[config.mk]
export PLATFORM = sky130hd
export DESIGN_NAME = trz_ctrl
export DESIGN_NICKNAME = d
export VERILOG_FILES = /design/src/trz_pkg.sv /design/src/trz_ctrl.sv
export SDC_FILE = /design/constraint.sdc
export NUM_CORES = 1
export LEC_CHECK = 0
export BUFFER_PORTS_ARGS = -buffer_cell sky130_fd_sc_hd__buf_2
export CELL_PAD_IN_SITES_DETAIL_PLACEMENT = 1
export CELL_PAD_IN_SITES_GLOBAL_PLACEMENT = 2
export CORE_MARGIN = 2
export CORE_UTILIZATION = 33
export DETAILED_ROUTE_END_ITERATION = 12
export PLACE_DENSITY_LB_ADDON = 0.25
export SYNTH_ARGS = -nofsm -noshare
export SYNTH_HDL_FRONTEND = slang
export SYNTH_SLANG_ARGS = --single-unit
export TNS_END_PERCENT = 5
[constraint.sdc]
create_clock -name clk -period 4.44 [get_ports clk]
set_clock_uncertainty 0.2 [all_clocks]
set_input_delay 0.444 -clock clk [delete_from_list [all_inputs] [get_ports clk]]
set_output_delay 0.444 -clock clk [all_outputs]
set_load 0.1 [all_outputs]
[src/trz_pkg.sv]
package trz_pkg;

  localparam int SCREEN_WIDTH      = 128;
  localparam int SCREEN_HEIGHT     = 128;
  localparam int SAMPLES_PER_PIXEL = 4;
  localparam int PIXEL_COUNT       = SCREEN_WIDTH * SCREEN_HEIGHT;
  localparam int SAMPLE_COUNT      = PIXEL_COUNT * SAMPLES_PER_PIXEL;
  localparam int PIX_AW            = $clog2(PIXEL_COUNT);
  localparam int SMP_AW            = $clog2(SAMPLE_COUNT);

  localparam int VW    = 11;
  localparam int ZW    = 16;
  localparam int CLRW  = 24;
  localparam int CNTW  = 17;
  localparam int CW    = ($clog2(SCREEN_WIDTH + 1) > VW - 4) ? $clog2(SCREEN_WIDTH + 1) : VW - 4;
  localparam int RW    = ($clog2(SCREEN_HEIGHT + 1) > VW - 4) ? $clog2(SCREEN_HEIGHT + 1) : VW - 4;
  localparam int PW    = ((CW > RW) ? CW : RW) + 4;
  localparam int DW    = ((PW > VW) ? PW : VW) + 1;
  localparam int PRW   = VW + 1 + DW;
  localparam int EW    = PRW + 1;
  localparam int AREAW = EW + 2;
  localparam int NUMW  = EW + ZW + 2;
  localparam int QW    = ZW + 1;
  localparam int DIVW  = NUMW + 1;
  localparam int STEPW = $clog2(QW);

  localparam int S_TDATA_W = 144;
  localparam int M_TDATA_W = 48;
  localparam int CFG_AW    = 3;

  localparam logic [1:0] REQ_DRAW  = 2'd0;
  localparam logic [1:0] REQ_READ  = 2'd1;
  localparam logic [1:0] REQ_CLEAR = 2'd2;

  localparam logic [CFG_AW-3:0] REG_SS_IDX = '0;

  typedef struct packed {
    logic             load;
    logic             sweep_start;
    logic             sweep_step;
    logic             sweep_init;
    logic             box;
    logic             next_col;
    logic             next_row;
    logic             sub_inc;
    logic             edge_step;
    logic             test;
    logic             zmul_step;
    logic             num_fin;
    logic             div_step;
    logic             dep_commit;
    logic             res_step;
    logic             res_write;
    logic             out_load;
    logic [STEPW-1:0] step;
  } trz_cmd_t;

  typedef struct packed {
    logic [1:0] req;
    logic [1:0] mask;
    logic       sweep_last;
    logic       col_done;
    logic       row_done;
    logic       sub_last;
    logic       covered;
    logic       ss;
    logic       out_busy;
  } trz_stat_t;

endpackage

[src/trz_ctrl.sv]
module trz_ctrl
  import trz_pkg::*;
(
  input  logic      clk,
  input  logic      rst,
  input  logic      in_valid,
  output logic      in_ready,
  input  trz_stat_t stat,
  output trz_cmd_t  cmd
);

  typedef enum logic [15:0] {
    S_INIT = 16'h0001,
    S_IDLE = 16'h0002,
    S_DEC  = 16'h0004,
    S_CLR  = 16'h0008,
    S_BOX  = 16'h0010,
    S_PIX  = 16'h0020,
    S_EDGE = 16'h0040,
    S_TEST = 16'h0080,
    S_ZMUL = 16'h0100,
    S_NUMF = 16'h0200,
    S_DIV  = 16'h0400,
    S_DEP  = 16'h0800,
    S_NEXT = 16'h1000,
    S_RES  = 16'h2000,
    S_RESW = 16'h4000,
    S_DONE = 16'h8000
  } state_t;

  localparam logic [STEPW-1:0] EDGE_LAST = STEPW'(3);
  localparam logic [STEPW-1:0] ZMUL_LAST = STEPW'(3);
  localparam logic [STEPW-1:0] RES_LAST  = STEPW'(4);
  localparam logic [STEPW-1:0] DIV_LAST  = STEPW'(QW - 1);

  state_t           state, state_next;
  logic [STEPW-1:0] step, step_next;

  always_ff @(posedge clk) begin
    if (rst) begin
      state <= S_INIT;
      step  <= '0;
    end else begin
      state <= state_next;
      step  <= step_next;
    end
  end

  assign in_ready = (state == S_IDLE);

  always_comb begin
    cmd        = '0;
    cmd.step   = step;
    state_next = state;
    step_next  = step;
    case (state)
      S_INIT: begin
        cmd.sweep_step = 1'b1;
        cmd.sweep_init = 1'b1;
        if (stat.sweep_last) begin
          state_next = S_IDLE;
        end
      end
      S_IDLE: begin
        if (in_valid) begin
          cmd.load   = 1'b1;
          state_next = S_DEC;
        end
      end
      S_DEC: begin
        case (stat.req)
          REQ_DRAW: state_next = S_BOX;
          REQ_CLEAR: begin
            if (stat.mask != 2'b00) begin
              cmd.sweep_start = 1'b1;
              state_next      = S_CLR;
            end else begin
              state_next = S_DONE;
            end
          end
          default: state_next = S_DONE;
        endcase
      end
      S_CLR: begin
        cmd.sweep_step = 1'b1;
        if (stat.sweep_last) begin
          state_next = S_DONE;
        end
      end
      S_BOX: begin
        cmd.box    = 1'b1;
        state_next = S_PIX;
      end
      S_PIX: begin
        if (stat.col_done) begin
          state_next = S_DONE;
        end else if (stat.row_done) begin
          cmd.next_col = 1'b1;
        end else begin
          step_next  = '0;
          state_next = S_EDGE;
        end
      end
      S_EDGE: begin
        cmd.edge_step = 1'b1;
        if (step == EDGE_LAST) begin
          step_next  = '0;
          state_next = S_TEST;
        end else begin
          step_next = step + 1'b1;
        end
      end
      S_TEST: begin
        cmd.test = 1'b1;
        if (stat.covered) begin
          step_next  = '0;
          state_next = S_ZMUL;
        end else begin
          state_next = S_NEXT;
        end
      end
      S_ZMUL: begin
        cmd.zmul_step = 1'b1;
        if (step == ZMUL_LAST) begin
          state_next = S_NUMF;
        end else begin
          step_next = step + 1'b1;
        end
      end
      S_NUMF: begin
        cmd.num_fin = 1'b1;
        step_next   = '0;
        state_next  = S_DIV;
      end
      S_DIV: begin
        cmd.div_step = 1'b1;
        if (step == DIV_LAST) begin
          state_next = S_DEP;
        end else begin
          step_next = step + 1'b1;
        end
      end
      S_DEP: begin
        cmd.dep_commit = 1'b1;
        state_next     = S_NEXT;
      end
      S_NEXT: begin
        step_next = '0;
        if (stat.ss && !stat.sub_last) begin
          cmd.sub_inc = 1'b1;
          state_next  = S_EDGE;
        end else if (stat.ss) begin
          state_next = S_RES;
        end else begin
          cmd.next_row = 1'b1;
          state_next   = S_PIX;
        end
      end
      S_RES: begin
        cmd.res_step = 1'b1;
        if (step == RES_LAST) begin
          state_next = S_RESW;
        end else begin
          step_next = step + 1'b1;
        end
      end
      S_RESW: begin
        cmd.res_write = 1'b1;
        cmd.next_row  = 1'b1;
        state_next    = S_PIX;
      end
      S_DONE: begin
        if (!stat.out_busy) begin
          cmd.out_load = 1'b1;
          state_next   = S_IDLE;
        end
      end
      default: begin
        state_next = S_INIT;
      end
    endcase
  end

endmodule

==> results.json, run 1 <==
{
  "overflow": 0,
  "via_count": 1646,
  "finish.utilization_pct": 39.7,
  "final_antenna_net_count": 0,
  "maxSlewHeadroom_pct": 43.2,
  "grt_pass1_vias": 1663,
  "preCtsSetupSlack_ns": 1.03,
  "cp-end-kind": "output port",
  "routed_wl_mm": 5.36,
  "cts_sinks": 21,
  "clk_transition_reported_paths_ns": 0.09,
  "antenna_found_initial": 0,
  "p_per_area_mw_per_mm2": 372,
  "floorplan.initialDensity_pct": 34.2,
  "final_net_count": 252,
  "worstSetupPathType": "reg -> out",
  "ctsHtreeMaxLevel": 1,
  "ys_ff_latch": 21,
  "start_kind": "flop",
  "dieArea_mm2": 0.00543,
  "synthFlopType": "dfxtp_1",
  "fmax_mhz": 268,
  "synthCells": 206,
  "synth_top_cell_area_share_pct": 26.2,
  "grt_start_max_net_pins": 13,
  "setup_viol": 0,
  "fin_tns_setup_ns": 0,
  "peakVddDrop_mv": 0.212,
  "power_leakage_nw": 0.825,
  "viasPerCell": 5.70,
  "diodes": 0,
  "drc": 0,
  "synthArstFlopShare_pct": 0,
  "grt_usage_pct": 21.1,
  "core_area_mm2": 0.00469,
  "synth-edff-count": 0,
  "drive_gt1_share_pct": 28.1,
  "yosys_warnings": 0,
  "cts_tree": "built",
  "ios": 37,
  "dp.final_hpwl_mm": 4.25,
  "arrival_ns": 3.08,
  "maxCapViolCount": 0,
  "fin_crit_ns": 3.73,
  "critPathRequiredTime_ns": 3.80,
  "synth_area_mm2": 0.00160,
  "ys_seq_area_share_pct": 26.2,
  "place_congestion": 0.827,
  "area_growth_syn_to_layout_pct": 16.1,
  "period_share_pct": 83.9,
  "numCtsBuffers": 3,
  "initialDrtViolationCount": 116,
  "hold_violations": 0,
  "cts_setup_buffers": 0,
  "die_w_um": 73.7,
  "cts_resized": 0,
  "row_count": 25,
  "layout_setup_ws_ns": 0.714,
  "wire_per_inst_um": 18.6,
  "max_slew.worst_pin.slew_ns": 0.844,
  "syn_area_per_cell_um2": 7.79,
  "cp_max_fo": 7,
  "max-clock-path-buffers": 2,
  "port_buffers": 36,
  "postCtsHoldBufs": 0,
  "synth_top_area_cell": "dfxtp_1",
  "dr.pass1.iters": 4,
  "synth_cell_types": 53,
  "final_max_slew_viol_count": 0,
  "synth_area_leaders": "dfxtp_1, nor4b_1, nor2_1",
  "clock_latency_ns": 0.27,
  "status": "finished clean",
  "grt_first_pass_wirelength_mm": 8.69,
  "synth_nets": 222,
  "dieHeight_um": 73.7,
  "rsz0062_at_grt": "no",
  "hold_class": "in -> reg",
  "cts-root-buf": "clkbuf_8"
}
-- metrics by stage --
stage,hold slack (ns),instances,cell area (um2),total power [mW]
after detailed placement,0.341,285,1820,0.559
final,0.202,289,1860,0.692
after floorplan,0.321,206,1620,0.495
after global placement,0.333,285,1820,0.561
after global routing,0.214,289,1860,0.727
after CTS,0.196,289,1860,0.695
-- registers in the layout, indices dropped and copies added (netlist names) --
register,flops
state,16
step,5
-- report_power, final --
group	switching, mW	internal, mW
combinational	0.250	0.0862
sequential	0.0215	0.198
clock	0.0724	0.0642
-- final timing paths --
| kind | start | to | slack [ns] | depth (start not counted) |
|---|---|---|---|---|
| setup / recovery | state[8]$_SDFFE_PP0P_ | cmd[20] | 0.71 | 5 |
| hold / removal | stat[10] | state[4]$_SDFFE_PP0P_ | 0.20 | 2 |
| setup reg to reg | state[0]$_SDFFE_PP1P_ | state[0]$_SDFFE_PP1P_ | 1.24 | 6 |
| hold reg to reg | step[4]$_SDFFE_PP0P_ | step[4]$_SDFFE_PP0P_ | 0.35 | 2 |
-- synthesized netlist by cell type, types with 3 or more instances --
library cell  count
nor4_1            6
nor3_2            3
buf_6             3
a21oi_2           4
inv_1            17
nor4b_1          10
clkbuf_1         10
or4_1             6
nand4_1           6
nor2_1           19
and3_1            5
a21oi_1           6
nand3_1           8
o211ai_1          3
a211o_1           3
or4_4             3
dfxtp_1          21
nand2_1          10
nor3_1           11
nand2b_1          4
o21ai_0           5
-- layout make-up --
type                       count  area (um2)
tap                           54        67.6
timing repair buffer          39         203
multi-input combinational    154        1060
inverter                      17        63.8
clock buffer                   4        45.0
fill                         617        2830
sequential                    21         420
-- critical path: stages, from the launching register on --
cell and delay, ns:
dfxtp_1 0.39, or4_1 0.66, or4_4 0.51, or4_2 0.65
nor2_1 0.16, buf_2 0.44
-- layout by cell type (no fill, tap or decap), types with 4 or more instances in the layout --
cell type	count
a21oi_1	6
a21oi_2	4
and3_1	5
buf_2	36
dfxtp_1	21
inv_1	17
nand2_1	10
nand2b_1	4
nand3_1	8
nand4_1	6
nor2_1	19
nor3_1	11
nor4_1	4
nor4b_1	9
o21ai_0	5
or4_1	6
-- per-layer routing --
metal  vias up  track usage, %  part of all wire (%)
li1        830               -                     -
met1       777            30.5                    51
met2        35            34.2                    45
met3         4            1.65                   3.2
met4         0            4.44                  0.58
met5         -               0                     0
-- cell families (layout without fill, tap and decap cells) --
kind of cell / after synthesis / after routing / share of synthesized area (%)
DFF: 21 / 21 / 26.2
muxes: 3 / 3 / 1.95
and+or+nand+nor: 107 / 107 / 41.6
AOI/OAI and AO/OA: 38 / 38 / 17.8
xor gates and xnor gates: 4 / 4 / 2.18
adders and majority gates: 2 / 2 / 1.56
buffers and inverters: 31 / 60 / 8.74
Note: power is estimated with default switching activity, not from simulation.
==> run 2: changes to the inputs <==
Settings changed: CORE_UTILIZATION 33 to 30.
Clock period 4.44 ns to 3.6 ns, I/O delays scaled along.
==> run 2 against run 1 <==
  * Register-to-register slack worse by 0.87 ns
  * Sequential cell count did not move
  * Sequential power rose by 17%
  * Setup slack got worse by 0.60 ns
  * Largest power group unchanged
  * Highest routed layer unchanged
==> results.json, run 2 (synthesis gave the netlist of run 1 again) <==
{
  "status": "finished clean",
  "mostFrequentLayoutCell": "buf_2",
  "n_fill_cell": 655,
  "max-clock-path-buffers": 2,
  "grt_first_pass_wirelength_mm": 9.11,
  "seqCellArea_um2": 420,
  "cts-root-buf": "clkbuf_8",
  "dp_cells": 306,
  "setup_viol": 0,
  "wl_met1_mm": 2.63,
  "top_regs": "state: 16 flops, step: 5 flops",
  "max_slew.worst_pin.slew_ns": 0.703,
  "drc": 0,
  "top_layer": "met4",
  "final_cell_mix": "buf_2, dfxtp_1, nor2_1",
  "worstHoldStart": "stat[10]",
  "layout_setup_ws_ns": 0.114,
  "largest_reg_flops": 16,
  "dp.final_hpwl_mm": 4.44,
  "grt_start_max_net_pins": 13,
  "numCtsBuffers": 3,
  "ctsHtreeMaxLevel": 1,
  "initialDrtViolationCount": 158,
  "peakVddDrop_mv": 0.286,
  "r2r_start": "state[5]$_SDFFE_PP0P_",
  "cp-end-kind": "output port",
  "routed_wl_mm": 5.48,
  "worst-r2r-setup-slack_ns": 0.37,
  "maxCapViolCount": 0,
  "ios": 37,
  "min_to": "state[4]$_SDFFE_PP0P_",
  "critPathRequiredTime_ns": 3.04,
  "antenna_found_initial": 0,
  "rsz0062_at_grt": "no",
  "viasPerCell": 5.45,
  "drive_gt1_share_pct": 30.4,
  "cts_sinks": 21,
  "start_kind": "flop",
  "floorplan.initialDensity_pct": 31.2,
  "row_count": 26,
  "routed-wl-met2_mm": 2.56,
  "dieArea_mm2": 0.00595,
  "clock_latency_ns": 0.27,
  "diodes": 0,
  "final_max_slew_viol_count": 0,
  "cts_tree": "built",
  "dieHeight_um": 77.1,
  "fmax_mhz": 287,
  "hold_class": "in -> reg",
  "place_congestion": 0.865,
  "power_leakage_nw": 0.865,
  "area_growth_syn_to_layout_pct": 22.2,
  "maxSlewHeadroom_pct": 53.1,
  "port_buffers": 36,
  "reg2reg_to": "state[0]$_SDFFE_PP1P_",
  "wire_per_inst_um": 17.7,
  "arrival_ns": 2.93,
  "preCtsSetupSlack_ns": 0.370,
  "final_cell_area_mm2": 0.00196,
  "core_area_mm2": 0.00514,
  "hold_depth": 2,
  "via_count": 1688,
  "layout.cells.non_filler": 310,
  "final_net_count": 257,
  "die_w_um": 77.1,
  "placedInstanceArea_mm2": 0.00191,
  "fin_crit_ns": 3.49,
  "period_share_pct": 96.8,
  "multi_input_area_mm2": 0.00109,
  "clk_transition_reported_paths_ns": 0.09,
  "final_antenna_net_count": 0,
  "overflow": 0,
  "p_per_area_mw_per_mm2": 447,
  "cp_max_fo": 9,
  "grt_pass1_vias": 1701,
  "worstSetupPathType": "reg -> out",
  "grt_usage_pct": 19.3,
  "hold_violations": 0,
  "ff2ff_path_depth": 6,
  "dr.pass1.iters": 4,
  "wl_met3_um": 220,
  "top_register": "state"
}
## run 2: cell types whose count changed in the layout (fill, tap and decap cells not counted), sizes merged
cell and change:
buf +5
## run 2: report_power, final
part	internal (mW)	leakage, nW	switching (mW)
Combinational	0.121	0.672	0.330
Clock	0.0793	0.0228	0.0893
Sequential	0.244	0.170	0.0136
Total	0.444	0.865	0.433
## run 2: per-layer routing
layer | vias up | GRT usage (%)
met3 | 6 | 2.12
met5 | - | 0
met4 | 0 | 4.64
li1 | 840 | -
met2 | 40 | 31.8
met1 | 802 | 26.8
## run 2: layout make-up
cell class / instances / share of cell area [%]
Timing Repair Buffer: 44 / 13.0
Tap cell: 70 / 4.47
Sequential cell: 21 / 21.5
Clock buffer: 4 / 2.30
Multi-Input combinational cell: 154 / 55.5
Inverter: 17 / 3.26
## run 2: through the flow
step           TNS [ns]  utilization, %  total power [mW]  hold WS (ns)
2_1_floorplan     -7.57               -             0.621         0.237
3_3_place_gp          0            37.2             0.711         0.349
3_5_place_dp          0            37.2             0.709         0.348
4_1_cts               0            38.1             0.876         0.110
5_1_grt               0            38.1             0.912         0.133
6_report              0            38.1             0.877         0.117
## run 2: how the worst max path moves through the flow
stage,endpoint,startpoint,slack (ns),cells after the start
detailed placement,cmd[20],state[5]$_SDFFE_PP0P_,0.37,5
global route,cmd[20],state[5]$_SDFFE_PP0P_,0.01,5
finish,cmd[20],state[5]$_SDFFE_PP0P_,0.11,5
CTS,cmd[20],state[5]$_SDFFE_PP0P_,0.05,5
global placement,cmd[20],state[5]$_SDFFE_PP0P_,0.42,5
floorplan,step[3]$_SDFFE_PP0P_,state[8]$_SDFFE_PP0P_,-0.50,7
## run 2: timing repair
item / CTS / global route
hold buffers: 0 / 0
setup endpoints to repair: 0 / 1
resized for setup: 0 / 1
setup buffers: 0 / 0
## run 2: critical path, cell delays in order, from the launching register on
cell     delay, ns
dfxtp_1       0.41
or4_4         0.58
or4_4         0.59
or4_2         0.66
nor2_2        0.21
buf_12        0.20
==> run 3: changes to the inputs <==
Settings changed: BUFFER_PORTS_ARGS -buffer_cell sky130_fd_sc_hd__buf_2 to -buffer_cell sky130_fd_sc_hd__buf_4, TNS_END_PERCENT 5 to 10.
Clock period 3.6 ns to 3.37 ns, I/O delays scaled along.
==> run 3 against run 2 <==
  * Global-route usage up 0.13 points
  * Final area up 7.9%
  * First-iteration DRC count down 41%
  * Final cell count up 1.6%
  * Via count up 1.6%
  * Largest cell class unchanged
==> results.json, run 3 (synthesis gave the netlist of run 1 again) <==
{
  "largest_reg_flops": 16,
  "grtUsageMet1_pct": 26.9,
  "wire_per_inst_um": 17.9,
  "p_per_area_mw_per_mm2": 457,
  "final_max_slew_viol_count": 0,
  "diodes": 0,
  "worstHoldStart": "stat[10]",
  "postCtsHoldBufs": 0,
  "grt_start_max_net_pins": 13,
  "antenna_found_initial": 0,
  "grt_usage_pct": 19.4,
  "place_congestion": 0.831,
  "use_met2_pct": 31.5,
  "top_regs": "state: 16 flops, step: 5 flops",
  "final_cell_mix": "buf_4, dfxtp_1, nor2_1",
  "grt_first_pass_wirelength_mm": 9.23,
  "dieArea_mm2": 0.00595,
  "cts_sinks": 21,
  "seqCellArea_um2": 420,
  "row_count": 26,
  "maxSlewHeadroom_pct": 48.5,
  "numCtsBuffers": 3,
  "arrival_ns": 2.69,
  "period_share_pct": 95.9,
  "viasPerCell": 5.44,
  "final_net_count": 262,
  "maxCapViolCount": 0,
  "dp.final_hpwl_mm": 4.54,
  "p_total_uw": 965,
  "drc": 0,
  "cp-end-kind": "output port",
  "final_antenna_net_count": 0,
  "layout_setup_ws_ns": 0.139,
  "hold_class": "in -> reg",
  "initialDrtViolationCount": 94,
  "top_register": "state",
  "n_fill_cell": 657,
  "setup_viol": 0,
  "cts-root-buf": "clkbuf_8",
  "dp_cells": 311,
  "core_area_mm2": 0.00514,
  "port_buffers": 36,
  "grt.busiest_layer": "met2",
  "drive_gt1_share_pct": 33.1,
  "via_count": 1715,
  "ios": 37,
  "crit_start": "state[4]$_SDFFE_PP0P_",
  "multi_input_area_mm2": 0.00111,
  "critPathRequiredTime_ns": 2.83,
  "mostFrequentLayoutCell": "buf_4",
  "die_w_um": 77.1,
  "worstSetupPathType": "reg -> out",
  "grt_pass1_vias": 1762,
  "hold_violations": 0,
  "peakVddDrop_mv": 0.354,
  "ctsHtreeMaxLevel": 1,
  "clk_transition_reported_paths_ns": 0.08,
  "power_leakage_nw": 0.905,
  "floorplan.initialDensity_pct": 31.2,
  "status": "finished clean",
  "max-clock-path-buffers": 2,
  "cts_setup_buffers": 0,
  "cts_tree": "built",
  "start_kind": "flop",
  "clock_latency_ns": 0.26,
  "max_slew.worst_pin.slew_ns": 0.766,
  "dieHeight_um": 77.1,
  "fin_crit_ns": 3.23,
  "overflow": 0,
  "dr.pass1.iters": 4,
  "area_growth_syn_to_layout_pct": 31.7,
  "preCtsSetupSlack_ns": 0.203,
  "layout.cells.non_filler": 315,
  "cp_max_fo": 7,
  "r2r_start": "state[4]$_SDFFE_PP0P_",
  "fmax_mhz": 310,
  "grt_use_met3_pct": 2.00,
  "routed_wl_mm": 5.63,
  "rsz0062_at_grt": "no"
}
==> run 3: cell types whose count changed in the layout (fill, tap and decap cells not counted), sizes merged <==
cell / change
buf: +5
clkbuf: -1
clkinv: +1
==> run 3: layout make-up <==
class | instances | share of cell area (%)
multi-input cells | 154 | 52.8
flip-flops and latches | 21 | 19.9
repair buffers | 49 | 18.0
inverters | 17 | 3.02
clock buffers | 3 | 1.95
clock inverters | 1 | 0.237
well taps | 70 | 4.14
==> run 3: critical path, cell delays in order, from the launching register on <==
cell and delay [ns]:
dfxtp_1 0.37, or4_4 0.58, or4_4 0.59, or4_4 0.53, nor2_4 0.16, buf_12 0.19
==> run 3: worst paths after layout <==
kind / to / slack, ns / depth (start not counted)
max: cmd[20] / 0.14 / 5
min: state[4]$_SDFFE_PP0P_ / 0.07 / 2
max reg2reg: state[12]$_SDFFE_PP0P_ / 0.41 / 7
min reg2reg: step[4]$_SDFFE_PP0P_ / 0.36 / 2
==> run 3: metal layers <==
layer  vias up  routed length [um]
met4         0                 140
met1       817                2730
met3        10                 188
met2        41                2580
met5         -                   0
li1        847                   -
==> run 3: through the flow <==
step	utilization [%]	hold slack, ns	area [um2]	setup TNS [ns]
finish	41.1	0.0707	2110	0
global route	41.1	0.0743	2110	0
CTS	41.1	0.0654	2110	0
detailed placement	39.8	0.346	2040	0
global placement	39.8	0.335	2040	0
floorplan	-	0.214	1670	-4.97
==> run 3: repair_timing <==
action	CTS	global route
resized for setup	6	0
endpoints found under the setup margin	1	0
endpoints found under the hold margin	0	0
==> run 3: power breakdown <==
| part | total (mW) | internal [mW] | switching, mW |
|---|---|---|---|
| clock | 0.169 | 0.0824 | 0.0867 |
| sequential | 0.277 | 0.260 | 0.0165 |
| combinational | 0.519 | 0.156 | 0.363 |
| total | 0.965 | 0.499 | 0.466 |
